**src/rtl/qpr_pkg.sv**
```systemverilog
// ----------------------------------------------------------------------------
// qpr_pkg
// Shared widths, register indexes and types of the quaternion point rotator.
// ----------------------------------------------------------------------------
package qpr_pkg;

	localparam int COORD_WIDTH    = 32;
	localparam int QUAT_FRAC_BITS = 14;
	localparam int QUAT_WIDTH     = 16;
	localparam int DATA_WIDTH     = 32;
	localparam int ADDR_WIDTH     = 4;

	// first product: coordinate times quaternion component, three-term sum
	localparam int P1_WIDTH     = COORD_WIDTH + QUAT_WIDTH;
	localparam int S1_WIDTH_MIN = P1_WIDTH + 2;
	localparam int S1_WIDTH     = (S1_WIDTH_MIN > QUAT_FRAC_BITS + 2) ?
		S1_WIDTH_MIN : QUAT_FRAC_BITS + 2;
	localparam int T_WIDTH      = S1_WIDTH - QUAT_FRAC_BITS;

	// second product: intermediate term times component, four-term sum
	localparam int P2_WIDTH     = T_WIDTH + QUAT_WIDTH;
	localparam int S2_WIDTH_MIN = P2_WIDTH + 3;
	localparam int S2_WIDTH     = (S2_WIDTH_MIN > COORD_WIDTH + QUAT_FRAC_BITS) ?
		S2_WIDTH_MIN : COORD_WIDTH + QUAT_FRAC_BITS + 1;
	localparam int F_WIDTH      = S2_WIDTH - QUAT_FRAC_BITS;

	localparam logic [1:0] REG_SCALAR = 2'd0;
	localparam logic [1:0] REG_I      = 2'd1;
	localparam logic [1:0] REG_J      = 2'd2;
	localparam logic [1:0] REG_K      = 2'd3;

	localparam logic signed [QUAT_WIDTH-1:0] SCALAR_RESET =
		QUAT_WIDTH'(1 << QUAT_FRAC_BITS);

	typedef struct packed {
		logic signed [QUAT_WIDTH-1:0] s;
		logic signed [QUAT_WIDTH-1:0] i;
		logic signed [QUAT_WIDTH-1:0] j;
		logic signed [QUAT_WIDTH-1:0] k;
	} quat_t;

endpackage

```
**src/rtl/qpr_regs.sv**
```systemverilog
// ----------------------------------------------------------------------------
// qpr_regs
// APB register file holding the rotation quaternion.
// ----------------------------------------------------------------------------
module qpr_regs import qpr_pkg::*; (
	input  logic                  clk,
	input  logic                  arst_n,
	input  logic                  psel,
	input  logic                  penable,
	input  logic                  pwrite,
	input  logic [ADDR_WIDTH-1:0] paddr,
	input  logic [DATA_WIDTH-1:0] pwdata,
	output logic [DATA_WIDTH-1:0] prdata,
	output quat_t                 quat
);

	quat_t quat_q;
	logic  wr_en;
	logic  [QUAT_WIDTH-1:0] rd_val;

	assign wr_en = psel & penable & pwrite;

	always_ff @(posedge clk or negedge arst_n) begin
		if (!arst_n) begin
			quat_q.s <= SCALAR_RESET;
			quat_q.i <= '0;
			quat_q.j <= '0;
			quat_q.k <= '0;
		end else if (wr_en) begin
			unique case (paddr[3:2])
				REG_SCALAR: quat_q.s <= pwdata[QUAT_WIDTH-1:0];
				REG_I:      quat_q.i <= pwdata[QUAT_WIDTH-1:0];
				REG_J:      quat_q.j <= pwdata[QUAT_WIDTH-1:0];
				REG_K:      quat_q.k <= pwdata[QUAT_WIDTH-1:0];
				default:    quat_q.s <= quat_q.s;
			endcase
		end
	end

	always_comb begin
		unique case (paddr[3:2])
			REG_SCALAR: rd_val = quat_q.s;
			REG_I:      rd_val = quat_q.i;
			REG_J:      rd_val = quat_q.j;
			REG_K:      rd_val = quat_q.k;
			default:    rd_val = '0;
		endcase
	end

	// misaligned reads return zero
	assign prdata = (paddr[1:0] == 2'b00) ?
		{{(DATA_WIDTH-QUAT_WIDTH){1'b0}}, rd_val} : '0;
	assign quat = quat_q;

endmodule

```
**config.mk**
```make
export PLATFORM = sky130hd
export DESIGN_NAME = qpr_regs
export DESIGN_NICKNAME = d
export VERILOG_FILES = /design/src/rtl/qpr_pkg.sv /design/src/rtl/qpr_regs.sv
export SDC_FILE = /design/constraint.sdc
export NUM_CORES = 1
export LEC_CHECK = 0
export BUFFER_PORTS_ARGS = -buffer_cell sky130_fd_sc_hd__buf_2
export CAP_MARGIN = 10
export CORE_MARGIN = 1
export CORE_UTILIZATION = 43
export CTS_CLUSTER_SIZE = 14
export DETAILED_ROUTE_END_ITERATION = 7
export PLACE_DENSITY = 0.86
export SYNTH_ARGS = -nofsm -noshare
export SYNTH_HDL_FRONTEND = slang
export SYNTH_SLANG_ARGS = --single-unit
```
**constraint.sdc**
```tcl
create_clock -name clk -period 1.2 [get_ports clk]
set_input_delay 0.06 -clock clk [delete_from_list [all_inputs] [get_ports clk]]
set_output_delay 0.06 -clock clk [all_outputs]
set_load 0.01 [all_outputs]
```
# Yosys cells after proc, flatten, opt, wreduce, memory -nomap -nowiden
# Cells that the tools add are included.
# W data, S select, Z words.
# totals
reg_bits	64
output_inout_bits	96
elab_cells	17
# op_classes
n_eq_ne	3
mux	2
bitwise	2
reduce_logical	6
# op_table
cell	count
$pmux W16 S4	1
$mux W16	1
$reduce_and A2 Y1	4
$eq A2 B2 Y1 const B	2
$logic_not A2 Y1	2
$and A1 B1 Y1	2
$eq A2 B1 Y1 const B	1

# Depth between registers and ports, before layout
# Gate-level depths: netlist (run 1).
# depth
ltp_word	3
depth_mapped	6

# Worst setup path after synthesis (run 1)
# OpenSTA, ideal clock, no wires.
# synth_path
path_kind	in2reg
startpoint	input paddr[3]
endpoint	register quat_q (netlist bit quat[48])
setup_ps	125
arrival_time_ps	1162
path_slack_ps	-87
cell_stages	4
path_buffers	2
path_cell_list	buf_4 nor3_2 buf_4 mux2_2
# synth_between
elab_chain_len	2
# synth_lines
item	line_no	text
start: declaration	qpr_regs.sv:11	input logic [ADDR_WIDTH-1:0] paddr,
$logic_not A2 Y1	qpr_regs.sv:30	unique case (paddr[3:2])
$reduce_and A2 Y1 (no source line)	n/a	
end: declaration	qpr_regs.sv:17	quat_t quat_q;
# No other way between the ends.
# A chain may end at the register's enable or synchronous reset.

# Final worst setup path (run 1)
# layout_path
startpoint	register quat_q (netlist bit quat[0])
endpoint	output prdata[0]
# layout_between
elab_chain_len	2
# layout_lines
item	line_no	text
$pmux W16 S4	qpr_regs.sv:41	unique case (paddr[3:2])
$mux W16	qpr_regs.sv:51	assign prdata = (paddr[1:0] == 2'b00) ?
end: declaration	qpr_regs.sv:13	output logic [DATA_WIDTH-1:0] prdata,
# No other way between the ends.

==> results of run 1 <==
cells by family after synthesis:
kind of cell           after synthesis
muxes                               80
DFF                                 64
and+or+nand+nor                     23
other                                1
buffers and inverters               28
area by class of cell:
class / instances / area, µm²
fill: 468 / 1990
sequential: 64 / 1600
timing repair buffer: 211 / 1560
multi-input combinational: 119 / 1360
clock buffer: 9 / 124
tap: 96 / 120
clock inverter: 7 / 103
inverter: 1 / 3.75
final timing paths:
kind	cells after the start	slack, ps	start	to
worst max-delay path	3	-390	quat[0]	prdata[0]
worst min-delay path	2	8	pwdata[6]	quat[38]
worst max register to register	3	170	quat[1]	quat[1]
worst min register to register	1	540	quat[54]	quat[54]
max in group asynchronous	3	620	arst_n	quat[62]
min in group asynchronous	3	220	arst_n	quat[49]
worst max-delay path, delay by kind of cell, from the launching register on:
| family | cells | cell delay [ps] |
|---|---|---|
| muxes | 1 | 460 |
| buffers and inverters | 1 | 160 |
| DFF | 1 | 410 |
| and+or+nand+nor | 1 | 140 |
power by group through the flow:
stage,registers [mW],clock network (mW),logic [mW]
after global routing,3.02,2.26,3.48
final,2.97,2.12,3.27
after floorplan,3.25,0,0.926
after CTS,2.94,2.15,2.91
after global placement,2.96,0,2.52
after detailed placement,2.99,0,2.60
through the flow:
stage	util, %	instance area, µm²
after global routing	71.0	4880
after detailed placement	60.2	4140
after global placement	60.2	4140
final	71.0	4880
after floorplan	-	3180
after CTS	67.8	4660
per-layer routing:
| layer | GRT usage, % | vias up | part of all wire [%] |
|---|---|---|---|
| li1 | - | 1095 | - |
| met1 | 28.4 | 1282 | 40 |
| met2 | 42.2 | 102 | 54 |
| met3 | 3.98 | 19 | 4.4 |
| met4 | 12.1 | 0 | 2.4 |
| met5 | 0 | - | 0 |
placed cells by master, fill, tap and decap left out, types with 2 or more instances in the layout:
master,netlist,final
buf_2,3,87
mux4_2,11,16
bufinv_16,0,2
inv_6,0,2
conb_1,1,16
buf_6,3,22
dfrtp_1,63,63
nor2b_4,0,3
mux2_4,10,10
buf_4,18,80
buf_12,1,6
dlygate4sd3_1,0,16
nor2b_1,16,13
mux2_2,54,54
clkbuf_8,0,9
clkinv_4,0,2
repair_timing:
| action | CTS | global route |
|---|---|---|
| hold buffers | 16 | 0 |
| endpoints found under the hold margin | 115 | 0 |
| endpoints found under the setup margin | 16 | 21 |
| pin swaps | 0 | 0 |
| resized for setup | 8 | 25 |
| buffers inserted | 18 | 17 |
==> impl_summary.md, run 1 <==
Outcome
The flow ran to the end, but the final reports show violations. The final reports fail on negative setup slack.

CTS
The register clock-pin slew on the reported worst setup and hold paths is 80 ps. The H-tree was split into 3 levels. TritonCTS built the clock tree.

The number of clock sinks seen by CTS is 64. The number of buffers created by CTS is 9. The longest clock path from root to sink contains 2 buffers. The clock reaches the later pin of the worst-skew pair after ~350 ps.

The root buffer cell chosen for the clock tree is clkbuf_8.

Finish
In the final design database the tool counted 447 nets. Relative to the synthesized area, the layout overhead comes to 57.0%. The number of flip-flops in the largest register is 64.

The number of antenna diodes in the final layout is 0. The finished layout holds around 500 standard cells, fillers aside. The fraction of layout instances using a drive strength above 1 is 72.7%.

Synth
Counting flops with an async set or reset pin after synthesis yields a share of 100%. The xor-xnor portion of the synthesized cell area is 0%. Counting every instance in the synthesized netlist gives roughly 200.

The commonest cells after synthesis are dfrtp_1 (63), mux2_2 (54), buf_4 (18). The number of warnings printed during yosys synthesis is 0. The dominant cell type by area after synthesis is dfrtp_1. In this run, synthesis inferred 0 flip-flops with an integrated enable. Summing every instance area after synthesis gives between 3000 and 4000 µm². Among all cell types in the netlist, the one instantiated most often is dfrtp_1.

The number of distinct standard cells referenced by the synthesized netlist is 21. Summing the areas of all and, or, nand and nor instances in the mapped netlist gives 4.71% of the synthesized area. After Yosys synthesis, full adders, half adders and majority gates account for 0% of the synthesized area. The sequential-to-total area share from yosys stat is 51.6%. Of the post-synthesis cell area, the dominant cell type holds 50.8%.

After synthesis, the cell types taking the most area are dfrtp_1 (51%), mux2_2 (20%), mux4_2 (8.0%), mux2_4 (4.8%), buf_4 (4.4%). The synthesized netlist devotes 0% of its cell area to compound gates. The average size of a mapped cell is 15.8 µm². The synthesized design contains 64 register bits. The dominant synthesized flop cell is dfrtp_1. The dominant combinational cell family by area after synthesis is multiplexers. In the synthesized netlist, mux cells make up ~37% of the area.

Critical path
Walking the worst path, the cells encountered are mux4_2 -> nor2b_1 -> buf_2. The kind of end point of the critical path is an output port. The slowest stage of the critical path belongs to the cell mux4_2. STA puts the critical path data arrival time at roughly 1500 ps. The delay contributed by the slowest stage of the critical path is 460 ps. The critical-path maximum fanout is 2. The required time of the worst setup path is roughly 1100 ps. The sort of element at the start of the critical path is a flop. The kind of critical path is reg2out.

Timing
The number of hold violations in the final report is 0. The final setup violation count is 17. The final-report max-slew violation count came to 0. Derived from the worst setup path, the maximum achievable clock frequency is 0.630 GHz. Subtracting the final worst setup slack from the clock period gives 1590 ps. The worst hold slack across all endpoints is 8.18 ps. The worst pin sits at a relative slew slack of 66.3%. Setup repair after global routing could not meet its margin everywhere. On the final layout, the worst clock skew is 0 ps. At the pin with the least slew margin, the transition time is 505 ps. The share of the clock period used by the worst path after layout is 132%.

The final worst-path setup slack is -388 ps. Adding up every negative setup slack in the final design gives -5710 ps.

Floorplanning
For this configuration, the core starts out at a cell density of between 40% and 50%. From left edge to right edge, the die measures 87.0 µm. The die covers 7570 µm².

In this run the count of I/O pins placed on the die edge is 137. The chip height is 87.0 µm. After floorplanning, the core was sized to cover between 6000 and 7000 µm². The count of standard-cell rows is 30.

Pwr
The switching share of total power is approximately 30%. The proportion of power drawn by flip-flops and latches is 35.5%. The leakage dissipation is 2.46 nW. VDD sags by at most approximately 1.1 mV.

The total power after layout is 8.36 mW. The internal portion of the total power is 5.89 mW. The areal power density over the cells is 1720 nW/µm². The power share of the clock group is between 20% and 30%. The switching power summed over all nets is 2.47 mW. Of the total power, combinational logic draws between 30% and 40%.

Global route
The via count of the first global-routing pass is 2633. The leftover overflow at the end of global routing is 0. The total routing usage reported by global routing is 24.0%. Entering global routing, the biggest net connects 65 pins. The global-route wire length before repair is between 10000 and 15000 µm. The number of antenna violations at the first check in global routing is 0.

Route
The average wire per standard cell is 17.6 µm. The routed wire length is just under 9000 µm. The routed layout has between 2000 and 2500 vias. The vias per cell is 4.93. Once detail routing completed, the nets flagged for antenna violations numbered 0. In this run, the number of DRC markers left after iteration 0 of detailed routing was 87. The first detailed-routing pass took 4 iterations.

In the routed design, unresolved DRC markers number 0.

Place
Port buffering added between 100 and 150 buffers. Once detailed placement completed, the half-perimeter wirelength came to 5530 µm. Routability-driven placement finished with a final weighted congestion of approximately 0.86.

The pre-CTS setup slack is -129 ps. After detailed placement, the design holds a cell count of 445.

Run
Across the run, the number of max-cap violations was 0.

Min path
The type of the tightest min-delay check is in2reg.
No activity file was read; power rests on OpenSTA's default activity.
==> run 2: changes to the inputs <==
CORE_ASPECT_RATIO = 0.8   (was unset)
==> run 2 against run 1 <==
Effect of this change: the flow still finishes with violations (negative setup slack); first-iteration DRC count grew 17%; utilization shrank 4.2 points; final cell count shrank 4.7%; critical path depth is the same; critical path type unchanged; clock-buffer cell count grew 1; global-route usage shrank 0.61 points; clock skew is the same; sequential power is essentially flat; cell area shrank 5.1%.
==> impl_summary.md, run 2 (same netlist as run 1, synthesis figures left out) <==
Outcome
The flow ran to the end, but the final reports show violations. The final reports fail on negative setup slack.

Pwr
In this run the power density over the cells is 1600 nW/µm². Power comes to 7.42 mW. The leakage dissipation is approximately 2.4 nW. IR analysis of the VDD net gives a maximum drop of between 0.8 and 0.9 mV.

Global route
Global routing finished with a remaining overflow of 0. The via count of the first global-routing pass is 2504. The maximum number of pins on one net before global-route repair is 65. The total routing usage reported by global routing is 23.4%. The global-route wire length before repair is 13200 µm. The number of antenna violations at the first check in global routing is 0.

Floorplanning
The area of the placeable core is 6930 µm². The count of standard-cell rows is 27. The die is 78.0 µm tall. The area of the die is 7570 µm². The effective utilization at floorplan is 44.8%. The boundary pin count is 137. Measured along the x axis, the die boundary spans 97.0 µm.

Place
Once placement finished, the instance area stood at approximately 4100 µm². Prior to clock tree synthesis, the placed netlist has a worst setup slack of -106 ps. The detailed-placement wirelength estimate is 5510 µm. The count of input and output buffers is ~100.

The routability congestion estimate is 0.792.

Route
The highest routed metal layer is met4. In the detailed route, the total length drawn on met2 is 4350 µm. The final route contains around 2400 vias. The remaining routing DRC violations is 0. The first detailed-routing pass took 4 iterations. Dividing the detail-routed wire length by the instance count gives 17.2 µm. The detail route stage leaves a number of antenna-violating nets equal to 0. The routed design uses 482 µm of met3 wire. Summed over all layers, the routed wires come to 8290 µm.

The routed length on met1 is 3300 µm. In the routed layout, each cell is associated on average with a via count of 4.98. The iteration-0 DRC count of the detailed router is 102.

Critical path
Walking the worst path, the cells encountered are mux4_2 -> nor2b_4 -> buf_6. The delay contributed by the slowest stage of the critical path is 500 ps. The number of buffer and inverter stages on the critical path is 1. Of all nets on the critical path, the largest fanout is 2. The category of cells accounting for the largest share of critical-path delay is multiplexers. The critical-path cell with the highest stage delay is mux4_2. Data on the critical path is required at its endpoint by 1140 ps. For the worst setup path, the data arrival time is 1510 ps. The sort of element at the start of the critical path is a flop. The kind of end point of the critical path is an output port. The critical path in this run is classified as reg2out.

Timing
Adding up every negative setup slack in the final design gives -5390 ps. Dividing the final minimum period by the clock period gives 131%. The worst path in the final design needs a cycle of 1570 ps, including I/O delays and setup. Setup repair after global routing could not meet its margin everywhere. The clock skew after layout is 0 ps. Across all setup checks in the final design, the least slack found is -367 ps. The highest achievable clock rate is 0.638 GHz. The final-report max-slew violation count is 0. The final setup violation count is 16. The number of hold violations in the final report came to 0.

The worst-margin pin slew is 545 ps. The worst slew margin relative to its limit is 63.7%.

Finish
In the layout the commonest cells are buf_2 (95), buf_4 (76), dfrtp_1 (63). 0 antenna diodes ended up in the layout. The register with the most flip-flops in the layout has 64 of them. The fraction of layout instances using a drive strength above 1 is about 72%.

Leaving out fill and tap cells, the most frequent cell in the layout is buf_2. The core occupancy in the finished layout is 66.8%. The final design area excluding fillers is 4630 µm². The final net count is 436. Relative to the synthesized area, the layout overhead comes to 49.0%.

CTS
The cell sitting at the root of the clock tree is a clkbuf_8. After clock tree synthesis, the clock-pin slew on the worst setup and hold paths is 60 ps. The clock insertion delay at the later pin of the skew report is 340 ps. The tree built by TritonCTS fans out to 64 sinks. In this run the number of H-tree levels came out at 3. Clock tree synthesis inserted a total of 9 buffers.

The maximum clock path buffer count is 2. The clock tree from TritonCTS is built.

Min path
The type of the tightest min-delay check is in2reg.

Run
The number of maximum-capacitance constraint violations is 0.
run 2: cell types whose count changed in the layout (fill, tap and decap cells not counted), moves of 2 or more:
cell,previous run,this run
buf_2,87,95
buf_4,80,76
buf_6,22,9
bufinv_16,2,0
clkinv_2,0,2
clkinv_4,2,0
inv_6,2,0
run 2: routing by layer:
metal	vias to the layer above	global-route usage [%]
met5	-	0
met4	0	8.81
met3	16	7.12
met2	96	39.6
met1	1213	28.5
li1	1078	-
run 2: worst reg2reg max path: stages, from the launching register on:
cell	delay, ps
dfrtp_1	390
buf_4	140
buf_4	130
mux2_2	260
run 2: repair_timing:
item | 4_1_cts | 5_1_grt
resized for setup | 14 | 7
setup buffers | 13 | 5
hold endpoints to repair | 115 | 0
setup endpoints to repair | 16 | 18
hold buffers | 15 | 0
run 2: worst paths after layout:
| kind | from | end | slack (ps) | cells after the start |
|---|---|---|---|---|
| max | quat[15] | prdata[15] | -370 | 3 |
| max in group asynchronous | arst_n | quat[62] | 620 | 3 |
| min | pwdata[13] | quat[45] | 20 | 2 |
| min reg2reg | quat[24] | quat[24] | 530 | 1 |
| max reg2reg | quat[10] | quat[10] | 170 | 3 |
| min in group asynchronous | arst_n | quat[63] | 270 | 3 |
run 2: final cells by class:
type	instances	area, µm²
Fill cell	536	2300
Clock inverter	2	10.0
Inverter	1	3.75
Sequential cell	64	1600
Timing Repair Buffer	200	1400
Clock buffer	10	138
Tap cell	87	109
Multi-Input combinational cell	119	1370
run 2: stage by stage:
stage	hold slack, ps	std cells
finish	17.1	483
global route	1.44	483
CTS	1.93	478
detailed placement	107	438
global placement	96.0	438
floorplan	-236	211
run 2: where the power goes:
part / total [mW] / internal [mW] / switching (mW)
logic: 2.95 / 1.82 / 1.13
clock network: 1.51 / 0.751 / 0.756
registers: 2.96 / 2.67 / 0.295
total: 7.42 / 5.24 / 2.18
